### config.mk
export PLATFORM = sky130hd
export DESIGN_NAME = laser_runtime_meter_and_blinker_top_flat
export DESIGN_NICKNAME = d
export VERILOG_FILES = /design/src/lrmb_pkg.sv /design/src/lrmb_if.sv /design/src/laser_runtime_meter_and_blinker_top.sv /design/src/flat_wrapper.sv
export SDC_FILE = /design/constraint.sdc
export NUM_CORES = 1
export LEC_CHECK = 0
export BUFFER_PORTS_ARGS = -buffer_cell sky130_fd_sc_hd__buf_2
export CORE_MARGIN = 8
export CORE_UTILIZATION = 25
export CTS_CLUSTER_SIZE = 20
export DETAILED_ROUTE_END_ITERATION = 12
export MAX_ROUTING_LAYER = met4
export SLEW_MARGIN = 20
export SYNTH_ARGS = -nofsm -noshare
export SYNTH_HDL_FRONTEND = slang
export SYNTH_SLANG_ARGS = --single-unit
### constraint.sdc
create_clock -name clock -period 6.6 [get_ports clock]
set_input_delay 0.66 -clock clock [delete_from_list [all_inputs] [get_ports clock]]
set_output_delay 0.66 -clock clock [all_outputs]
set_load 0.005 [all_outputs]
### src/lrmb_pkg.sv
`default_nettype none
// ----------------------------------------------------------------------------
// lrmb_pkg: laser runtime meter and blinker shared definitions
// Word types, register indexes and constants used by the channels and the top.
// ----------------------------------------------------------------------------
package lrmb_pkg;

   localparam int unsigned DataWidth  = 16;
   localparam int unsigned PhaseWidth = 4;

   localparam logic [DataWidth-1:0]  TickWrap       = 16'd60000;
   localparam logic [PhaseWidth-1:0] PhaseLast      = 4'd9;
   localparam logic [DataWidth-1:0]  SeedThrReset   = 16'd90;
   localparam logic [DataWidth-1:0]  IrThrReset     = 16'd50;
   localparam logic [DataWidth-1:0]  UvThrReset     = 16'd50;
   localparam logic [DataWidth-1:0]  IntervalReset  = 16'd3600;

   typedef enum logic [1:0] {
      CSR_SEED_THRESHOLD = 2'd0,
      CSR_IR_THRESHOLD   = 2'd1,
      CSR_UV_THRESHOLD   = 2'd2,
      CSR_ACCRUAL        = 2'd3
   } csr_index_type;

   typedef struct packed {
      logic                 started;
      logic [DataWidth-1:0] seed_power;
      logic [DataWidth-1:0] infrared_power;
      logic [DataWidth-1:0] ultraviolet_power;
   } req_word_type;

   typedef struct packed {
      logic led_level;
      logic seed_pulse;
      logic infrared_pulse;
      logic ultraviolet_pulse;
   } rsp_word_type;

endpackage
`default_nettype wire

### src/lrmb_if.sv
`default_nettype none
// ----------------------------------------------------------------------------
// lrmb channels: valid/ready word channels for tick items and results
// A word moves at a rising edge with valid and ready both high.
// ----------------------------------------------------------------------------
interface lrmb_req_if;
   logic                  valid;
   logic                  ready;
   lrmb_pkg::req_word_type data;

   modport source (output valid, output data, input ready);
   modport sink   (input valid, input data, output ready);
endinterface

interface lrmb_rsp_if;
   logic                  valid;
   logic                  ready;
   lrmb_pkg::rsp_word_type data;

   modport source (output valid, output data, input ready);
   modport sink   (input valid, input data, output ready);
endinterface
`default_nettype wire

### src/laser_runtime_meter_and_blinker_top.sv
`default_nettype none
// ----------------------------------------------------------------------------
// laser_runtime_meter_and_blinker_top: tick-driven LED blinker and runtime meter
// Path: an accepted tick word passes the input register, then the result register.
// Throughput: 1 word per cycle; both stages advance together when the result
// register is empty or being taken.
// Reset: synchronous, clears tick/phase/LED/run counters, loads register defaults.
// ----------------------------------------------------------------------------
module laser_runtime_meter_and_blinker_top (
   input  wire logic                          clock,
   input  wire logic                          reset,
   lrmb_req_if.sink                           req_bus,
   lrmb_rsp_if.source                         rsp_bus,
   input  wire logic                          csr_we,
   input  wire logic [1:0]                    csr_index,
   input  wire logic [lrmb_pkg::DataWidth-1:0] csr_wdata
);

   localparam int unsigned W  = lrmb_pkg::DataWidth;
   localparam int unsigned PW = lrmb_pkg::PhaseWidth;

   logic [W-1:0] seed_thr_ff, ir_thr_ff, uv_thr_ff, interval_ff;

   logic                   in_valid_ff;
   lrmb_pkg::req_word_type in_ff;
   logic                   rsp_valid_ff;
   lrmb_pkg::rsp_word_type rsp_ff;

   logic [W-1:0]  tick_ff, tick_in;
   logic [PW-1:0] phase_ff, phase_in;
   logic          led_ff, led_in;
   logic [W-1:0]  seed_run_ff, seed_run_in;
   logic [W-1:0]  ir_run_ff, ir_run_in;
   logic [W-1:0]  uv_run_ff, uv_run_in;
   logic          seed_pulse, ir_pulse, uv_pulse;

   logic          advance;
   logic [W-1:0]  tick_inc;
   logic [W-1:0]  seed_inc, ir_inc, uv_inc;
   logic          toggle;

   assign advance       = in_valid_ff && (!rsp_valid_ff || rsp_bus.ready);
   assign req_bus.ready = !in_valid_ff || advance;
   assign rsp_bus.valid = rsp_valid_ff;
   assign rsp_bus.data  = rsp_ff;

   // configuration registers
   always_ff @(posedge clock) begin
      if (reset) begin
         seed_thr_ff <= lrmb_pkg::SeedThrReset;
         ir_thr_ff   <= lrmb_pkg::IrThrReset;
         uv_thr_ff   <= lrmb_pkg::UvThrReset;
         interval_ff <= lrmb_pkg::IntervalReset;
      end else if (csr_we) begin
         unique case (lrmb_pkg::csr_index_type'(csr_index))
            lrmb_pkg::CSR_SEED_THRESHOLD: seed_thr_ff <= csr_wdata;
            lrmb_pkg::CSR_IR_THRESHOLD:   ir_thr_ff   <= csr_wdata;
            lrmb_pkg::CSR_UV_THRESHOLD:   uv_thr_ff   <= csr_wdata;
            lrmb_pkg::CSR_ACCRUAL:        interval_ff <= csr_wdata;
            default: ;
         endcase
      end
   end

   // tick update
   always_comb begin
      tick_inc = tick_ff + W'(1);
      phase_in = (phase_ff == lrmb_pkg::PhaseLast) ? '0 : phase_ff + PW'(1);
      toggle   = in_ff.started ? (phase_in == '0) : !tick_inc[0];
      led_in   = led_ff ^ toggle;
      tick_in  = (tick_inc >= lrmb_pkg::TickWrap) ? '0 : tick_inc;
   end

   // run counters
   always_comb begin
      seed_inc    = seed_run_ff + W'(1);
      ir_inc      = ir_run_ff + W'(1);
      uv_inc      = uv_run_ff + W'(1);
      seed_pulse  = 1'b0;
      ir_pulse    = 1'b0;
      uv_pulse    = 1'b0;
      seed_run_in = seed_run_ff;
      ir_run_in   = ir_run_ff;
      uv_run_in   = uv_run_ff;
      if (in_ff.seed_power > seed_thr_ff) begin
         seed_pulse  = seed_inc > interval_ff;
         seed_run_in = seed_pulse ? '0 : seed_inc;
      end
      if (in_ff.infrared_power > ir_thr_ff) begin
         ir_pulse  = ir_inc > interval_ff;
         ir_run_in = ir_pulse ? '0 : ir_inc;
      end
      if (in_ff.ultraviolet_power > uv_thr_ff) begin
         uv_pulse  = uv_inc > interval_ff;
         uv_run_in = uv_pulse ? '0 : uv_inc;
      end
   end

   // control and state
   always_ff @(posedge clock) begin
      if (reset) begin
         in_valid_ff  <= 1'b0;
         rsp_valid_ff <= 1'b0;
         tick_ff      <= '0;
         phase_ff     <= '0;
         led_ff       <= 1'b0;
         seed_run_ff  <= '0;
         ir_run_ff    <= '0;
         uv_run_ff    <= '0;
      end else begin
         if (req_bus.ready) begin
            in_valid_ff <= req_bus.valid;
         end
         if (advance) begin
            rsp_valid_ff <= 1'b1;
            tick_ff      <= tick_in;
            phase_ff     <= phase_in;
            led_ff       <= led_in;
            seed_run_ff  <= seed_run_in;
            ir_run_ff    <= ir_run_in;
            uv_run_ff    <= uv_run_in;
         end else if (rsp_bus.ready) begin
            rsp_valid_ff <= 1'b0;
         end
      end
   end

   // payload
   always_ff @(posedge clock) begin
      if (req_bus.ready && req_bus.valid) begin
         in_ff <= req_bus.data;
      end
      if (advance) begin
         rsp_ff.led_level         <= led_in;
         rsp_ff.seed_pulse        <= seed_pulse;
         rsp_ff.infrared_pulse    <= ir_pulse;
         rsp_ff.ultraviolet_pulse <= uv_pulse;
      end
   end

   a_tick_range: assert property (@(posedge clock) disable iff (reset)
      tick_ff < lrmb_pkg::TickWrap)
      else $error("tick counter out of range");

   a_phase_range: assert property (@(posedge clock) disable iff (reset)
      phase_ff <= lrmb_pkg::PhaseLast)
      else $error("blink phase out of range");

   a_led_hold: assert property (@(posedge clock) disable iff (reset)
      !advance |=> $stable(led_ff))
      else $error("led changed without a word");

   a_led_match: assert property (@(posedge clock) disable iff (reset)
      rsp_valid_ff |-> rsp_ff.led_level == led_ff)
      else $error("result led differs from led state");

   a_seed_clear: assert property (@(posedge clock) disable iff (reset)
      rsp_valid_ff && rsp_ff.seed_pulse |-> seed_run_ff == '0)
      else $error("seed pulse without counter clear");

   a_stall_hold: assert property (@(posedge clock) disable iff (reset)
      rsp_valid_ff && !rsp_bus.ready |=> rsp_valid_ff && $stable(rsp_ff))
      else $error("result lost under stall");

endmodule
`default_nettype wire

### src/flat_wrapper.sv
// flat-port wrapper written by rule: the top's interface ports become plain ports
module laser_runtime_meter_and_blinker_top_flat 
  (clock, reset, csr_we, csr_index, csr_wdata, req_bus_valid, req_bus_data, req_bus_ready, rsp_bus_valid, rsp_bus_data, rsp_bus_ready);
  lrmb_req_if req_bus_i ();
  lrmb_rsp_if rsp_bus_i ();
  input  wire logic clock;
  input  wire logic reset;
  input  wire logic csr_we;
  input  wire logic [1:0] csr_index;
  input  wire logic [lrmb_pkg::DataWidth-1:0] csr_wdata;
  input wire logic [$bits(req_bus_i.valid)-1:0] req_bus_valid;
  input wire logic [$bits(req_bus_i.data)-1:0] req_bus_data;
  output wire logic [$bits(req_bus_i.ready)-1:0] req_bus_ready;
  output wire logic [$bits(rsp_bus_i.valid)-1:0] rsp_bus_valid;
  output wire logic [$bits(rsp_bus_i.data)-1:0] rsp_bus_data;
  input wire logic [$bits(rsp_bus_i.ready)-1:0] rsp_bus_ready;
  assign req_bus_i.valid = req_bus_valid;
  assign req_bus_i.data = req_bus_data;
  assign req_bus_ready = req_bus_i.ready;
  assign rsp_bus_valid = rsp_bus_i.valid;
  assign rsp_bus_data = rsp_bus_i.data;
  assign rsp_bus_i.ready = rsp_bus_ready;
  laser_runtime_meter_and_blinker_top u_core (.clock(clock), .reset(reset), .req_bus(req_bus_i), .rsp_bus(rsp_bus_i), .csr_we(csr_we), .csr_index(csr_index), .csr_wdata(csr_wdata));
endmodule
**After elaboration in Yosys (flattened, before gate mapping)**

Cells that the tools add are included.

- Bits in registers: 188
- Input bits: 72
- Output and inout port bits: 6
- Word-level logic and storage cells: 62

- $add $sub $neg: 5
- Magnitude comparators: 7
- Equality and inequality tests: 4
- Muxes and demuxes: 8
- Bitwise operators: 1
- Reduce and logical (&&, ||, !) cells: 17

Operators with widths:

| cell | number |
|---|---|
| $gt A16 B16 Y1 | 6 |
| $add A16 B1 Y16 const B | 4 |
| $mux W16 | 4 |
| $ge A16 B16 Y1 const B | 1 |
| $reduce_and A2 Y1 | 7 |
| $add A4 B1 Y4 const B | 1 |
| $eq A2 B2 Y1 const B | 2 |
| $eq A4 B4 Y1 const B | 1 |
| $logic_not A4 Y1 | 1 |
| $mux W4 | 1 |
| $logic_not A1 Y1 | 3 |
| $mux W1 | 3 |
| $eq A2 B1 Y1 const B | 1 |
| $logic_and A1 B1 Y1 | 2 |
| $logic_not A2 Y1 | 1 |
| $logic_or A1 B1 Y1 | 2 |
| $reduce_bool A2 Y1 | 1 |
| $xor A1 B1 Y1 | 1 |

**Longest topological paths before layout**

Gate-level depths: netlist (run 1).

- Depth in word-level cells: 5
- Depth in mapped cells: 15
- Mapped depth without buffers: 15

**Worst setup path after synthesis (run 1)**

No wires, ideal clock.

- Path kind: reg2reg
- From: register u_core.ir_run_ff[0]
- To: register u_core.ir_run_ff[5]
- Setup time: 83 ps
- Arrival time: 3160 ps
- Required time: 6517 ps
- Slack: 3357 ps
- Stages on the path, launching flop included: 14
- Buffers on the path: 0
- Clock period less this slack: 3243 ps
- Path through: dfxtp_1 -> and3_1 -> nand3_1 -> or3_1 -> and2_1 -> or2_2 -> ha_1 -> nand2_1 -> nor2_1 -> a211oi_1 -> o21ai_0 -> o31ai_2 -> nand2_2 -> o221ai_1

- Cells in the longest elaborated chain, start to end: 3

RTL lines:

| element | line | RTL |
|---|---|---|
| start, declared | laser_runtime_meter_and_blinker_top.sv:33 | `logic [W-1:0] ir_run_ff, ir_run_in;` |
| start signal, assigned | laser_runtime_meter_and_blinker_top.sv:120 | `ir_run_ff <= ir_run_in;` |
| $add A16 B1 Y16 (*) | laser_runtime_meter_and_blinker_top.sv:77 | `ir_inc = ir_run_ff + W'(1);` |
| $gt A16 B16 Y1 | laser_runtime_meter_and_blinker_top.sv:90 | `ir_pulse = ir_inc > interval_ff;` |
| $mux W16 (*) | laser_runtime_meter_and_blinker_top.sv:91 | `ir_run_in = ir_pulse ? '0 : ir_inc;` |

Mark *: on every way between the ends. The rest lies on a longest branch, timed or not.
A chain may end at the register's enable or synchronous reset.

**Final worst setup path (run 1)**

Same ends and word-level chain as after synthesis.

==> reports/results.ini, run 1 <==
[yosys]
async_reset_ff_share_pct=0
avgSynthCellArea_um2=9.32
synth_ff_type=dfxtp_1
synth_edf_count=53
syn_inst=1083
synth_nets=1255
synth_area_leaders=dfxtp_1 27%, edfxtp_1 16%, ha_1 12%
yosys_warnings=0
synth.distinct_cells=67
synth-seq-cells=188
synth_top_area_cell=dfxtp_1
synth_top_area_share_pct=26.8
syn_area_um2=10100
synth-seq-area-share_pct=42.5

[power_and_ir_drop]
ir_drop_v=0.000178
p_leak_uw=0.00450
power_density_nw_per_um2=214

[worst_setup_path]
end_kind=flip-flop
rr_startpoint=u_core.ir_run_ff[0]$_SDFFE_PP0P_
startpoint=u_core.ir_run_ff[0]$_SDFFE_PP0P_
crit_arrival_ns=4.16
worstSetupStartpointType=flip-flop
reg2reg_slack_ns=2.82
crit_required_ns=6.97
critical_path_class=flip-flop to flip-flop
path_max_fanout=10
crit_end=u_core.ir_run_ff[5]$_SDFFE_PP0P_
r2r_cells=13
r2r_end=u_core.ir_run_ff[5]$_SDFFE_PP0P_

[sta]
fmax_mhz=264
rsz0062_at_grt=no
period_share_pct=57.3
period_minus_slack_ns=3.78
slew_headroom_pct=42.5
drv_slew=0
setup_violations=0
fin_skew_ns=0.0157
hold_viol_final=0
fin_tns_setup_ns=0
tightest_slew_ns=0.863

[die]
coreArea_um2=39800
dieArea_um2=47100
die_h_um=217
num_rows=73
start_util_pct=25.3
ios=78
dieWidth_um=217

[place]
postPlaceCellArea_um2=11000
portBuffers=77
gp_congestion=0.815
dp_hpwl_mm=18.4

[detailed_routing]
vias=7745
drc=0
drt_iter0_drc=430
wl_mm=24.5
viasPerCell=4.60
wl_per_cell_um=14.5
ant_nets=0
dr.pass1.iters=5

[clock_tree]
tritoncts=yes
cts_buffers=17
post_cts_resized=0
clk_latency_ns=0.46
clk_pin_slew_ns=0.08
hold_buffers=0
cts_max_level=4
cts_buffer_depth=2
post-cts-setup-buffer-count=0
cts_root_buf=clkbuf_16
clock-sinks=188

[cells_and_area]
areaGrowthSynthToFinish_pct=14.7
multi_input_area_um2=5310
regArea_um2=4290
nets=1317
design_area_um2=11600
fillers=4294
final_layout_size_suffix_gt1_share_pct=13.2

[worst_hold_path]
hold_path_class=primary input to flip-flop
min_from=req_bus_data[23]

[status]
outcome=complete, no violations

[global_routing]
grt_pass1_wl_mm=40.0
grt-ovfl-total=0
antenna_found_initial=1
track_usage_pct=10.8
grt_max_degree=71
grt_pass1_vias=7577

[flow_run]
drv_cap=0

worst max-delay path, cell delays in order, from the launching register on:
cell      delay (ns)
dfxtp_1         0.42
and3_1          0.18
nand3_1         0.16
or3_1           0.46
and2_1          0.19
or2_2           0.30
ha_1            0.31
nand2_1         0.08
nor2_1          0.04
a211oi_1        0.19
o21ai_0         0.12
o31ai_2         0.72
nand2_2         0.28
o221ai_1        0.25
sequential cells by signal, indices dropped and copies added, names as in the netlist:
| name | cells |
|---|---|
| u_core.ir_thr_ff | 16 |
| u_core.ir_run_ff | 16 |
| u_core.seed_thr_ff | 16 |
| u_core.uv_thr_ff | 16 |
| u_core.tick_ff | 16 |
| u_core.phase_ff | 4 |
| u_core.in_valid_ff | 1 |
| u_core.rsp_bus.valid | 1 |
| u_core.interval_ff | 16 |
| u_core.rsp_bus.data | 4 |
| u_core.seed_run_ff | 16 |
| u_core.led_ff | 1 |
| u_core.in_ff | 49 |
| u_core.uv_run_ff | 16 |
area by class of cell:
class | instances | share of cell area (%)
clock inverter | 12 | 1.10
antenna | 1 | 0.0216
clock buffer | 20 | 3.95
multi-input combinational | 775 | 45.9
tap | 525 | 5.67
inverter | 81 | 2.63
timing repair buffer | 82 | 3.67
sequential | 188 | 37.1
layout by cell type (no fill, tap or decap), types with 8 or more instances in the layout:
cell,count
nor3_1,12
a32o_1,12
a21oi_1,93
ha_1,100
edfxtp_1,53
a211o_1,11
nand2b_1,24
nor2b_1,16
nand3b_1,10
buf_2,76
o2bb2ai_1,22
a211oi_1,8
nor3_2,10
clkbuf_16,18
nand2_1,150
nand3_1,28
xor2_1,29
a21o_1,17
xnor2_1,29
o21ai_0,20
nor2_1,55
dfxtp_1,135
nand4_1,37
inv_1,81
how the worst min path moves through the flow:
stage	end	slack [ns]	cells after the start
finish	u_core.in_ff[23]$_DFFE_PP_	0.37	1
global route	u_core.in_ff[14]$_DFFE_PP_	0.35	1
CTS	u_core.in_ff[23]$_DFFE_PP_	0.34	1
detailed placement	u_core.ir_thr_ff[3]$_SDFFE_PP0P_	0.45	2
global placement	u_core.interval_ff[15]$_SDFFE_PP0P_	0.44	2
floorplan	u_core.seed_run_ff[9]$_SDFFE_PP0P_	0.43	1
cell usage after synthesis (all sizes together), types with 11 or more instances:
cell type and number:
a21oi 94, inv 81, nand2 152, a211o 11, nor2 56, xnor2 29
nand3 29, clkbuf 31, nor2b 16, o21ai 20, dfxtp 135, edfxtp 53
a32o 12, nand4 38, nor3 23, nand2b 24, a21o 17, ha 100
o2bb2ai 22, xor2 29
metrics by stage:
stage / setup slack (ns) / util (%) / power, uW / std cells / hold slack, ns
floorplan: 3.36 / - / 1400 / 1083 / 0.432
global placement: 2.86 / 27.6 / 1480 / 1651 / 0.442
detailed placement: 2.80 / 27.6 / 1490 / 1651 / 0.447
CTS: 2.79 / 29.1 / 2510 / 1683 / 0.343
global route: 2.45 / 29.1 / 2590 / 1684 / 0.347
finish: 2.82 / 29.1 / 2480 / 1684 / 0.367
per-layer routing:
metal / share of wire [%] / GRT usage [%]
met1: 47 / 13.5
met5: 0 / -
met4: 1.7 / 3.16
met2: 48 / 17.4
met3: 3.4 / 2.41
cells by family (layout without fill, tap and decap cells):
group,Yosys count,count (layout),synth area share (%)
other cells,0,1,0
xor+xnor,58,58,5.03
buf+inv,120,195,4.96
flops,188,188,42.5
compound gates,225,225,15.2
simple gates,392,392,19.8
fa+ha+maj,100,100,12.4
power breakdown:
| part | switching [uW] | leakage, uW | internal, uW |
|---|---|---|---|
| logic | 129 | 0.00260 | 80.7 |
| registers | 21.6 | 0.00161 | 1230 |
| clock network | 495 | 0.000287 | 523 |
| total | 646 | 0.00450 | 1830 |
(Power assumes the default switching activity.)
==> inputs of run 2 (changes only) <==
- clock period: 6.6 -> 3.65 ns (I/O delays scaled with it)
==> reports/results.ini, run 2 (synthesized netlist as in run 1, its figures left out) <==
[global_routing]
grt-ovfl-total=0
grt_pass1_wl_mm=40.6
grt_pass1_vias=7753
antenna_found_initial=0
track_usage_pct=10.9
grt_max_degree=46

[die]
dieArea_um2=47100
ios=78
start_util_pct=25.3
num_rows=73
die_h_um=217
dieWidth_um=217
coreArea_um2=39800

[clock_tree]
cts_root_buf=clkbuf_16
tritoncts=yes
hold_buffers=0
clk_pin_slew_ns=0.08
clk_latency_ns=0.44
clock-sinks=188
cts_buffers=17
cts_max_level=4
cts_buffer_depth=2

[power_and_ir_drop]
pwr-share-seq_pct=49.7
netSwitchingPower_uw=1160
ir_drop_v=0.000296
intPower_uw=3370
p_leak_uw=0.00457
p_clk_share_pct=41.7
p_sw_share_pct=25.7
power_density_nw_per_um2=388
pwr-share-comb_pct=8.6

[detailed_routing]
vias=7925
dr.pass1.iters=5
ant_nets=0
drc=0
drt_iter0_drc=428
wl_mm=24.9
wl_per_cell_um=14.7
viasPerCell=4.68

[worst_setup_path]
r2r_end=u_core.rsp_bus.data[1]$_SDFFCE_PN0P_
max_stage_delay_ns=0.60
critical_path_class=flip-flop to flip-flop
rr_startpoint=u_core.ir_run_ff[0]$_SDFFE_PP0P_
path_cells=ha_2 -> nand3_1 -> nor2_1 -> nand2_1 -> or3_1 -> xor2_1 -> inv_1 -> ha_1 -> nand4_1 -> or4_1 -> o31ai_4 -> buf_4 -> buf_4 -> a211oi_1
cpMaxStageDelayCell=or4_1
worstSetupStartpointType=flip-flop
crit_required_ns=3.81
end_kind=flip-flop
startpoint=u_core.ir_run_ff[0]$_SDFFE_PP0P_
crit_top_cell=buf_4
reg2reg_slack_ns=0.20
path_max_fanout=6
crit_arrival_ns=3.61
r2r_cells=14

[cells_and_area]
instances_no_fill=1695
areaGrowthSynthToFinish_pct=15.9
final_layout_size_suffix_gt1_share_pct=14.4
largest_reg_flops=49
num_antenna_cells=0
final_common_cell=nand2_1
nets=1329
final_cell_mix=150 x nand2_1, 134 x dfxtp_1, 98 x ha_1
top_register=u_core.in_ff
fin_util_pct=29.4

[place]
gp_congestion=0.807
place_ws_ns=-0.0855
portBuffers=77
placed_cells=1659
dp_hpwl_mm=18.8

[sta]
fin_tns_setup_ns=0
hold_viol_final=0
tightest_slew_ns=1.00
setup_ws_ns=0.197
period_minus_slack_ns=3.45
setup_violations=0
rsz0062_at_grt=no
slew_headroom_pct=32.8
drv_slew=0
fin_skew_ns=0.0124
fmax_mhz=290
period_share_pct=94.6

[status]
outcome=complete, no violations

[worst_hold_path]
whs_endpoint=u_core.in_ff[23]$_DFFE_PP_
min_from=req_bus_data[23]
hold_path_class=primary input to flip-flop
min_path_cells=1

[flow_run]
drv_cap=0

## run 2: cell count changes in the layout (fill, tap and decap cells not counted), sizes merged
| cell | change |
|---|---|
| clkinv | -2 |
| diode | -1 |
| inv | +2 |
| buf | +12 |
## run 2: how the worst max path moves through the flow
stage,to,slack (ns),cells past startpoint
after floorplan,u_core.ir_run_ff[5]$_SDFFE_PP0P_,0.41,13
after global placement,u_core.ir_run_ff[5]$_SDFFE_PP0P_,-0.07,13
after detailed placement,u_core.ir_run_ff[5]$_SDFFE_PP0P_,-0.09,15
after CTS,u_core.ir_run_ff[5]$_SDFFE_PP0P_,0.10,15
after global routing,u_core.rsp_bus.data[1]$_SDFFCE_PN0P_,0.003,16
final,u_core.rsp_bus.data[1]$_SDFFCE_PN0P_,0.20,14
## run 2: timing repair
action                     in CTS  in global routing
pin swaps                       0                  1
resized for setup               1                  6
buffers inserted                0                  4
cloned                          0                  0
setup endpoints to repair      12                 30
## run 2: power by group through the flow
stage | clock, uW | sequential [uW] | combinational (uW)
after floorplan | 0 | 2290 | 246
after global routing | 2020 | 2260 | 443
after CTS | 1950 | 2260 | 392
after detailed placement | 0 | 2300 | 391
after global placement | 0 | 2300 | 373
final | 1890 | 2260 | 389
## run 2: layout make-up
| type | count | area, um^2 |
|---|---|---|
| inverters | 81 | 304 |
| repair buffers | 94 | 515 |
| multi-input cells | 775 | 5330 |
| flip-flops and latches | 188 | 4300 |
| well taps | 525 | 657 |
| clock inverters | 12 | 115 |
| clock buffers | 20 | 489 |
| fillers | 4250 | 28100 |
## run 2: critical path, delay by kind of cell (launching register included)
| family | cells | cell delay, ns |
|---|---|---|
| AND/OR/NAND/NOR | 6 | 1.54 |
| adder cells (fa/ha/maj) | 2 | 0.51 |
| flip-flops | 1 | 0.39 |
| buffers and inverters | 3 | 0.39 |
| XOR/XNOR | 1 | 0.19 |
| AO/OA/AOI/OAI | 2 | 0.15 |
## run 2: per-stage QoR
step / hold WS (ns) / area, um^2 / total power (uW)
3_3_place_gp: 0.446 / 11000 / 2680
2_1_floorplan: 0.432 / 10100 / 2540
6_report: 0.0960 / 11700 / 4540
4_1_cts: 0.0744 / 11700 / 4590
5_1_grt: 0.0723 / 11700 / 4730
3_5_place_dp: 0.447 / 11000 / 2690
## run 2: per-layer routing
| layer | track usage (%) | vias to the layer above | wire length, um |
|---|---|---|---|
| li1 | - | 4003 | - |
| met1 | 13.4 | 3758 | 11700 |
| met2 | 17.9 | 134 | 11900 |
| met3 | 1.78 | 30 | 706 |
| met4 | 3.90 | 0 | 560 |
| met5 | - | - | 0 |
